<file path="src/rtl/dsief_pkg.sv">
// Types, codes and the data type decoder for the DSI escape packet framer.
// No dependencies.
package dsief_pkg;

   localparam logic [2:0] CMD_HEADER     = 3'd0;
   localparam logic [2:0] CMD_PAYLOAD    = 3'd1;
   localparam logic [2:0] CMD_OPEN       = 3'd2;
   localparam logic [2:0] CMD_CLOSE      = 3'd3;
   localparam logic [2:0] CMD_VIDEO_ON   = 3'd4;
   localparam logic [2:0] CMD_VIDEO_OFF  = 3'd5;

   localparam logic [1:0] ST_NOT_READY   = 2'd0;
   localparam logic [1:0] ST_READY       = 2'd1;
   localparam logic [1:0] ST_SENDING     = 2'd2;
   localparam logic [1:0] ST_VIDEO       = 2'd3;

   localparam logic [1:0] STATUS_OK      = 2'd0;
   localparam logic [1:0] STATUS_STATE   = 2'd1;
   localparam logic [1:0] STATUS_TYPE    = 2'd2;

   localparam logic [1:0] LANE_LAST      = 2'd3;

   typedef enum logic [1:0] {
      KIND_INVALID,
      KIND_SHORT,
      KIND_LONG
   } kind_type;

   typedef struct packed {
      logic [2:0]  cmd;
      logic [7:0]  data_id;
      logic [7:0]  param0;
      logic [7:0]  param1;
      logic [15:0] word_count;
      logic        hs_mode;
      logic [7:0]  payload_byte;
   } req_type;

   typedef struct packed {
      logic [1:0]  status;
      logic        word_valid;
      logic [31:0] tx_word;
      logic        long_frame;
      logic        packet_done;
      logic [1:0]  api_state_out;
   } rsp_type;

   typedef struct packed {
      logic [1:0]  api_state;
      logic [15:0] bytes_left;
      logic [1:0]  byte_lane;
      logic [23:0] pack_buffer;
   } state_type;

   function automatic kind_type classify(input logic [7:0] id);
      kind_type kind;
      case (id)
         8'h01, 8'h11, 8'h21, 8'h31, 8'h08,
         8'h02, 8'h12, 8'h22, 8'h32,
         8'h03, 8'h13, 8'h23,
         8'h04, 8'h14, 8'h24,
         8'h05, 8'h15, 8'h06, 8'h37: kind = KIND_SHORT;
         8'h39, 8'h09, 8'h19, 8'h29,
         8'h0E, 8'h1E, 8'h2E, 8'h3E: kind = KIND_LONG;
         default:                    kind = KIND_INVALID;
      endcase
      return kind;
   endfunction

endpackage

</file>
<file path="src/rtl/dsi_escape_packet_framer.sv">
// A result is registered into the output stage, or into the one-entry skid stage
// when rsp stalls. Throughput: one transaction per cycle while req_stall is low;
// the state update and result are a single registered pass through dsief_step.
// Reset (synchronous, active high): API state not ready, counters and packing
// buffer cleared, output and skid stages empty.
// Depends on dsief_pkg and dsief_step.
module dsi_escape_packet_framer (
   input  logic               clock,
   input  logic               reset,
   input  logic               req_valid,
   output logic               req_stall,
   input  dsief_pkg::req_type req_data,
   output logic               rsp_valid,
   input  logic               rsp_stall,
   output dsief_pkg::rsp_type rsp_data
);

   dsief_pkg::state_type state_ff;
   dsief_pkg::state_type state_in;
   dsief_pkg::rsp_type   result;
   dsief_pkg::rsp_type   out_ff;
   dsief_pkg::rsp_type   skid_ff;
   logic                 out_valid_ff;
   logic                 skid_valid_ff;
   logic                 accept;
   logic                 take;

   dsief_step u_step (
      .cur_state  (state_ff),
      .req_item   (req_data),
      .next_state (state_in),
      .result     (result)
   );

   assign req_stall = skid_valid_ff;
   assign accept    = req_valid && !skid_valid_ff;
   assign take      = out_valid_ff && !rsp_stall;
   assign rsp_valid = out_valid_ff;
   assign rsp_data  = out_ff;

   always_ff @(posedge clock) begin
      if (reset) begin
         state_ff      <= '0;
         out_valid_ff  <= 1'b0;
         skid_valid_ff <= 1'b0;
      end else begin
         if (accept) begin
            state_ff <= state_in;
         end
         if (take) begin
            if (skid_valid_ff) begin
               out_ff        <= skid_ff;
               skid_valid_ff <= 1'b0;
            end else begin
               out_valid_ff <= accept;
               out_ff       <= result;
            end
         end else if (out_valid_ff) begin
            if (accept) begin
               skid_ff       <= result;
               skid_valid_ff <= 1'b1;
            end
         end else begin
            out_valid_ff <= accept;
            out_ff       <= result;
         end
      end
   end

endmodule

</file>
<file path="src/rtl/dsief_step.sv">
// Next-state and result logic for one framer transaction.
// Depends on dsief_pkg.
module dsief_step (
   input  dsief_pkg::state_type cur_state,
   input  dsief_pkg::req_type   req_item,
   output dsief_pkg::state_type next_state,
   output dsief_pkg::rsp_type   result
);

   dsief_pkg::kind_type kind;
   logic [31:0]         acc;
   logic [15:0]         left_dec;

   assign kind     = dsief_pkg::classify(req_item.data_id);
   assign left_dec = cur_state.bytes_left - 16'd1;

   always_comb begin
      acc = {8'd0, cur_state.pack_buffer};
      case (cur_state.byte_lane)
         2'd0:    acc[7:0]   = req_item.payload_byte;
         2'd1:    acc[15:8]  = req_item.payload_byte;
         2'd2:    acc[23:16] = req_item.payload_byte;
         default: acc[31:24] = req_item.payload_byte;
      endcase
   end

   always_comb begin
      next_state           = cur_state;
      result.status        = dsief_pkg::STATUS_OK;
      result.word_valid    = 1'b0;
      result.tx_word       = 32'd0;
      result.long_frame    = 1'b0;
      result.packet_done   = 1'b0;

      case (req_item.cmd)
         dsief_pkg::CMD_HEADER: begin
            if (cur_state.api_state != dsief_pkg::ST_READY) begin
               result.status = dsief_pkg::STATUS_STATE;
            end else if (kind == dsief_pkg::KIND_INVALID) begin
               result.status = dsief_pkg::STATUS_TYPE;
            end else if (req_item.hs_mode) begin
               result.packet_done = 1'b1;
            end else if (kind == dsief_pkg::KIND_SHORT) begin
               result.word_valid  = 1'b1;
               result.tx_word     = {8'd0, req_item.param1, req_item.param0,
                                     req_item.data_id};
               result.packet_done = 1'b1;
            end else begin
               result.word_valid     = 1'b1;
               result.long_frame     = 1'b1;
               result.tx_word        = {8'd0, req_item.word_count[15:8],
                                        req_item.word_count[7:0], req_item.data_id};
               next_state.byte_lane   = 2'd0;
               next_state.pack_buffer = 24'd0;
               if (req_item.word_count == 16'd0) begin
                  result.packet_done = 1'b1;
               end else begin
                  next_state.bytes_left = req_item.word_count;
                  next_state.api_state  = dsief_pkg::ST_SENDING;
               end
            end
         end
         dsief_pkg::CMD_PAYLOAD: begin
            if (cur_state.api_state != dsief_pkg::ST_SENDING) begin
               result.status = dsief_pkg::STATUS_STATE;
            end else begin
               result.long_frame     = 1'b1;
               next_state.bytes_left = left_dec;
               if (cur_state.byte_lane == dsief_pkg::LANE_LAST || left_dec == 16'd0) begin
                  result.word_valid      = 1'b1;
                  result.tx_word         = acc;
                  next_state.pack_buffer = 24'd0;
                  next_state.byte_lane   = 2'd0;
                  if (left_dec == 16'd0) begin
                     result.packet_done   = 1'b1;
                     next_state.api_state = dsief_pkg::ST_READY;
                  end
               end else begin
                  next_state.pack_buffer = acc[23:0];
                  next_state.byte_lane   = cur_state.byte_lane + 2'd1;
               end
            end
         end
         dsief_pkg::CMD_OPEN: begin
            if (cur_state.api_state == dsief_pkg::ST_NOT_READY) begin
               next_state.api_state = dsief_pkg::ST_READY;
            end else begin
               result.status = dsief_pkg::STATUS_STATE;
            end
         end
         dsief_pkg::CMD_CLOSE: begin
            if (cur_state.api_state == dsief_pkg::ST_READY) begin
               next_state.api_state = dsief_pkg::ST_NOT_READY;
            end else begin
               result.status = dsief_pkg::STATUS_STATE;
            end
         end
         dsief_pkg::CMD_VIDEO_ON: begin
            if (cur_state.api_state == dsief_pkg::ST_READY) begin
               next_state.api_state = dsief_pkg::ST_VIDEO;
            end else begin
               result.status = dsief_pkg::STATUS_STATE;
            end
         end
         dsief_pkg::CMD_VIDEO_OFF: begin
            if (cur_state.api_state == dsief_pkg::ST_VIDEO) begin
               next_state.api_state = dsief_pkg::ST_READY;
            end else begin
               result.status = dsief_pkg::STATUS_STATE;
            end
         end
         default: begin
            result.status = dsief_pkg::STATUS_STATE;
         end
      endcase

      result.api_state_out = next_state.api_state;
   end

endmodule

</file>
<file path="config.mk">
export PLATFORM = sky130hd
export DESIGN_NAME = dsi_escape_packet_framer
export DESIGN_NICKNAME = d
export VERILOG_FILES = /design/src/rtl/dsief_pkg.sv /design/src/rtl/dsi_escape_packet_framer.sv /design/src/rtl/dsief_step.sv
export SDC_FILE = /design/constraint.sdc
export NUM_CORES = 1
export LEC_CHECK = 0
export ABC_CLOCK_PERIOD_IN_PS = 4610
export BUFFER_PORTS_ARGS = -buffer_cell sky130_fd_sc_hd__clkbuf_2
export CELL_PAD_IN_SITES_DETAIL_PLACEMENT = 1
export CELL_PAD_IN_SITES_GLOBAL_PLACEMENT = 1
export CORE_ASPECT_RATIO = 0.75
export CORE_MARGIN = 4
export CORE_UTILIZATION = 40
export DETAILED_ROUTE_END_ITERATION = 7
export GPL_TIMING_DRIVEN = 0
export PLACE_DENSITY = 0.78
export SYNTH_ARGS = -nofsm -noshare
export SYNTH_HDL_FRONTEND = slang
export SYNTH_SLANG_ARGS = --single-unit
</file>
<file path="constraint.sdc">
create_clock -name clock -period 4.61 [get_ports clock]
set_clock_uncertainty 0.1 [all_clocks]
set_input_delay 0.922 -clock clock [delete_from_list [all_inputs] [get_ports clock]]
set_output_delay 0.922 -clock clock [all_outputs]
set_load 0.01 [all_outputs]
</file>
=== Word level (Yosys, flattened, before mapping) ===
Memory sizes are Yosys's and may differ from the RTL's.
Cells that the tools add are included.

* Latch bits: 0
* Memories kept: 1
* Logic and storage cells: 111
* Memory bits (writable): 0
* ROM bits: 128
* Register bits after elaboration: 124

{| class="wikitable"
|+ Memories
! memory !! depth !! bits a word !! read ports !! clocked after memory_dff !! wr ports !! line !! text
|-
| (name not given) || 64 || 2 || 1 || 0 || 0 || dsief_pkg.sv:57 || <nowiki>case (id)</nowiki>
|}

* Reduce and logical (&&, ||, !) cells: 21
* Shift-type cells: 0
* Multiply operators: 0
* Order comparisons: 0
* $add $sub $neg: 2
* Muxes and demuxes: 46
* Eq/ne operators: 21
* Bitwise gates (word level): 2
* Div/mod/pow operators: 0

{| class="wikitable"
|+ Operators by type and width
! cell !! count
|-
| $mux W44 || 5
|-
| $mux W39 || 3
|-
| $mux W35 || 3
|-
| $pmux W42 S2 || 1
|-
| $pmux W35 S2 || 1
|-
| $mux W34 || 1
|-
| $mux W33 || 1
|-
| $logic_not A16 Y1 || 2
|-
| $mux W8 || 4
|-
| $mux W26 || 1
|-
| $mux W24 || 1
|-
| $mux W18 || 1
|-
| $mux W2 || 9
|-
| $ne A2 B2 Y1 const B || 8
|-
| $sub A16 B1 Y16 const B || 1
|-
| $mux W1 || 13
|-
| $pmux W2 S6 || 1
|-
| $pmux W2 S5 || 1
|-
| $logic_not A2 Y1 || 4
|-
| $reduce_and A8 Y1 || 1
|-
| $reduce_and A7 Y1 || 1
|-
| $eq A2 B1 Y1 const B || 3
|-
| $eq A2 B2 Y1 const B || 3
|-
| $eq A3 B2 Y1 const B || 2
|-
| 14 further kinds || 21
|}

=== Logic depth before layout (Yosys ltp) ===
* Word-level depth: 10
* Gate-level depth with buffers: 13

=== Cells and area by module ===
A second synthesis with hierarchy kept.

* Cell total of the unflattened synthesis: 679
* Area total of the unflattened synthesis: 6,867.8 um2

{| class="wikitable"
|+ Modules (own cells, without submodules)
! module !! instances !! sequential area each (um2) !! area each (um2) !! cells an instance
|-
| dsi_escape_packet_framer || 1 || 3,263.1 || 4,445.5 || 325
|-
| dsief_step || 1 || 0.0 || 2,422.3 || 354
|}

=== Worst setup path before layout ===
Ideal clock, no wire load.

* Kind: input to register
* Start: input port req_valid
* End: register skid_ff[0] (netlist name), enable pin
* Slack: 0.998 ns
* Required time: 4.075 ns
* Data arrival time: 3.077 ns
* Library setup time: 0.435 ns
* Stages: 4
* Cells stage by stage: nand2b_1 clkbuf_1 or2_2 nor2_1

* Longest elaborated chain between the ends: 2

{| class="wikitable"
|+ Ends and longest elaborated chain
! element !! line !! text
|-
| from (decl) || dsi_escape_packet_framer.sv:10 || <nowiki>input logic req_valid,</nowiki>
|-
| $logic_and A1 B1 Y1 || dsi_escape_packet_framer.sv:36 || <nowiki>assign accept = req_valid && !skid_valid_ff;</nowiki>
|-
| $reduce_and A4 Y1 (no source line) || n/a ||
|-
| to (signal assigned) || dsi_escape_packet_framer.sv:60 || <nowiki>skid_ff <= result;</nowiki>
|-
| to (decl) || dsi_escape_packet_framer.sv:22 || <nowiki>dsief_pkg::rsp_type skid_ff;</nowiki>
|}

Every way passes these cells.
A chain may end at the register's enable or synchronous reset.

==> impl_metrics.py <==
metrics = {
    "timing": {
        "fin_crit_sh_pct": 81.5,
        "worstMarginPinSlew_ns": 0.969,
        "finalHoldViolCount": 0,
        "setup_violations": 0,
        "rsz0062_at_grt": "no",
        "drv_slew": 0,
        "finalCriticalPeriod_ns": 3.76,
        "slew-limit-headroom_pct": 34.8,
        "tns_ns": 0,
        "fin_hold_ws_ns": 0.371,
        "fmax_mhz": 266,
    },
    "final_layout": {
        "drive_above_1_share_pct": 28.3,
        "fin_util_pct": 49.3,
        "num_antenna_cells": 0,
        "fill_cells": 1760,
        "syn2layout_area_growth_pct": 21.2,
        "fin_nets": 785,
    },
    "placed_design": {
        "io_buffers": 94,
        "gp_congestion": 0.861,
        "hpwl_mm": 14.8,
    },
    "worst_hold_path": {
        "min_from": "state_ff[0]",
        "min_path_type": "flip-flop to flip-flop",
    },
    "setup_path": {
        "arrival_ns": 3.94,
        "rrSetupSlack_ns": 1.00,
        "critPathLaunchType": "input pin",
        "rr_worst_depth": 13,
        "endpoint": "rsp_data[17]",
        "crit_start": "req_data[41]",
        "rr_endpoint": "rsp_data[4]",
        "critical_path.max_fanout": 10,
        "cp-end-kind": "flip-flop",
        "cp_data_required_time_ns": 4.80,
        "worstSetupPathType": "input pin to flip-flop",
        "r2r_start": "state_ff[26]",
    },
    "floorplan": {
        "die_w_um": 155,
        "die-height_um": 118,
        "rows": 40,
        "pin_count": 97,
        "coreArea_um2": 16000,
        "start_util_pct": 40.7,
        "die-area_um2": 18400,
    },
    "route": {
        "num_vias": 5416,
        "wl_mm": 20.0,
        "drt_iter0_markers": 335,
        "highest_layer": "met4",
        "drtAntennaViolNets": 0,
        "avgRoutedWirePerCell_um": 21.3,
        "met2_length_mm": 9.13,
        "met3_length_mm": 1.33,
        "dr.pass1.iters": 7,
        "met1_length_mm": 9.21,
        "route.detailed.drc": 0,
        "routed_via_density": 5.77,
    },
    "global_routing": {
        "antenna_found_initial": 0,
        "grt_pass1_vias": 5608,
        "track_usage_pct": 21.9,
        "grt_pass1_wl_mm": 31.2,
        "overflow": 0,
        "grt_max_degree": 29,
    },
    "synth": {
        "yosysTopAreaCell": "edfxtp_1",
        "yosysWarnings": 0,
        "synthCells": 601,
        "synth-seq-area-share_pct": 50.2,
        "ys_async_sr_fraction_pct": 0,
        "ys_seq_elements": 124,
        "avgSynthCellArea_um2": 10.8,
        "synthTopCellsByArea": "edfxtp_1, dfxtp_1, nand2_1",
        "ys_types": 68,
        "synth_top_area_share_pct": 36.0,
        "syn_nets": 670,
        "synth_area_um2": 6500,
        "synth_flop_cell": "edfxtp_1",
        "synth_edf_count": 78,
    },
    "clock_network": {
        "clkTransAtPathRegs_ns": 0.06,
        "clock_sinks": 124,
        "hold_buffers": 0,
        "postCtsResizedCells": 0,
        "clock_latency_ns": 0.42,
        "cts_tree": "done",
        "htreeDepth": 4,
        "postCtsSetupRepairBufs": 0,
        "cts_max_path_buffers": 2,
        "cts_buffers": 17,
        "clockRootBuffer": "clkbuf_16",
    },
    "power": {
        "intPower_mw": 2.09,
        "swShare_pct": 23.5,
        "p_comb_share_pct": 7.6,
        "p_clk_share_pct": 48.3,
        "cellLeakagePower_nw": 3.02,
        "power_switching_mw": 0.644,
        "vdd_drop_max_uv": 274,
        "pwr_density_cell_nw_per_um2": 348,
        "seqPwrFrac_pct": 44.1,
    },
    "run_status": {
        "status": "finished clean",
    },
    "flow_run": {
        "max_cap_viol_count": 0,
    },
}
## sequential cells by signal, indices dropped and copies added, names as in the netlist
register   flops
state_ff      44
rsp_data      39
skid_ff       39
req_stall      1
rsp_valid      1
## power groups by stage
stage	clock network [mW]	logic, mW	registers [mW]
2_1_floorplan	0	0.0913	1.24
3_3_place_gp	0	0.191	1.23
3_5_place_dp	0	0.205	1.23
4_1_cts	1.34	0.207	1.21
5_1_grt	1.40	0.226	1.21
6_report	1.32	0.208	1.21
## layer usage
metal	vias up	track usage, %
met5	-	0
met4	0	6.18
met3	28	6.08
met2	199	33.9
met1	2684	30.2
li1	2505	-
## worst min path at each step
stage / to / slack [ns] / depth (start not counted)
CTS: state_ff[3] / 0.37 / 2
global route: state_ff[14] / 0.40 / 1
global placement: state_ff[4] / 0.33 / 2
detailed placement: state_ff[3] / 0.35 / 2
floorplan: state_ff[0] / 0.32 / 2
finish: state_ff[0] / 0.37 / 2
## cells in the final DEF, fill, tap and decap left out, types with 10 or more instances in the layout
cell,instances
clkbuf_1,31
nor4_1,10
nor2_1,38
clkbuf_16,17
edfxtp_1,78
a22oi_1,27
o21ai_0,24
mux2i_1,23
a211oi_1,10
inv_1,12
clkbuf_2,95
mux2_2,22
ha_1,13
dfxtp_1,46
o22ai_2,10
nand2_1,70
a21oi_1,19
a32o_1,16
## synth_stat cells, types with 7 or more instances
| library cell | number |
|---|---|
| nor3_1 | 8 |
| o21ai_2 | 8 |
| clkbuf_1 | 28 |
| a21oi_1 | 20 |
| a211oi_1 | 10 |
| nor2_1 | 39 |
| o21ai_0 | 24 |
| mux2_2 | 22 |
| inv_1 | 12 |
| a22oi_1 | 27 |
| and2_1 | 9 |
| nor4_1 | 10 |
| a32o_1 | 16 |
| xor2_1 | 7 |
| dfxtp_1 | 46 |
| o22ai_2 | 10 |
| mux2i_1 | 23 |
| buf_2 | 8 |
| nand2_1 | 70 |
| edfxtp_1 | 78 |
| or2_2 | 7 |
| ha_1 | 13 |
## stage by stage
step | power, mW | setup slack, ns | instance area, um^2 | cells
finish | 2.74 | 0.855 | 7880 | 939
global route | 2.83 | 0.647 | 7880 | 939
CTS | 2.76 | 0.974 | 7880 | 939
detailed placement | 1.44 | 0.614 | 7300 | 907
global placement | 1.42 | -0.242 | 7230 | 905
floorplan | 1.33 | 0.998 | 6500 | 601
## critical path: stages
cell      delay [ns]
clkbuf_2        0.15
inv_1           0.09
ha_1            0.22
ha_1            0.28
inv_1           0.04
o31ai_1         0.23
o32ai_1         0.18
nor4_2          0.69
clkbuf_1        0.52
a22oi_1         0.20
o22ai_2         0.20
mux2_2          0.20
## kinds of logic (layout without fill, tap and decap cells)
family | after synthesis | after routing | share of synthesized area, %
AO/OA/AOI/OAI | 166 | 166 | 19.9
adder cells (fa/ha/maj) | 13 | 13 | 2.50
XOR/XNOR | 12 | 12 | 1.62
flip-flops | 124 | 124 | 50.2
multiplexers | 45 | 45 | 7.36
AND/OR/NAND/NOR | 184 | 184 | 14.2
buffers and inverters | 57 | 185 | 4.22
## final cells by class
cell class                      instances  area [um^2]  share of cell area (%)
Clock inverter                         10          115                    1.46
Sequential cell                       124         3260                    41.4
Buffer                                 45          229                    2.91
Inverter                               12         45.0                   0.572
Multi-Input combinational cell        420         2980                    37.8
Clock buffer                           22          464                    5.89
Timing Repair Buffer                   96          518                    6.58
Tap cell                              210          263                    3.34
(Power assumes the default switching activity.)
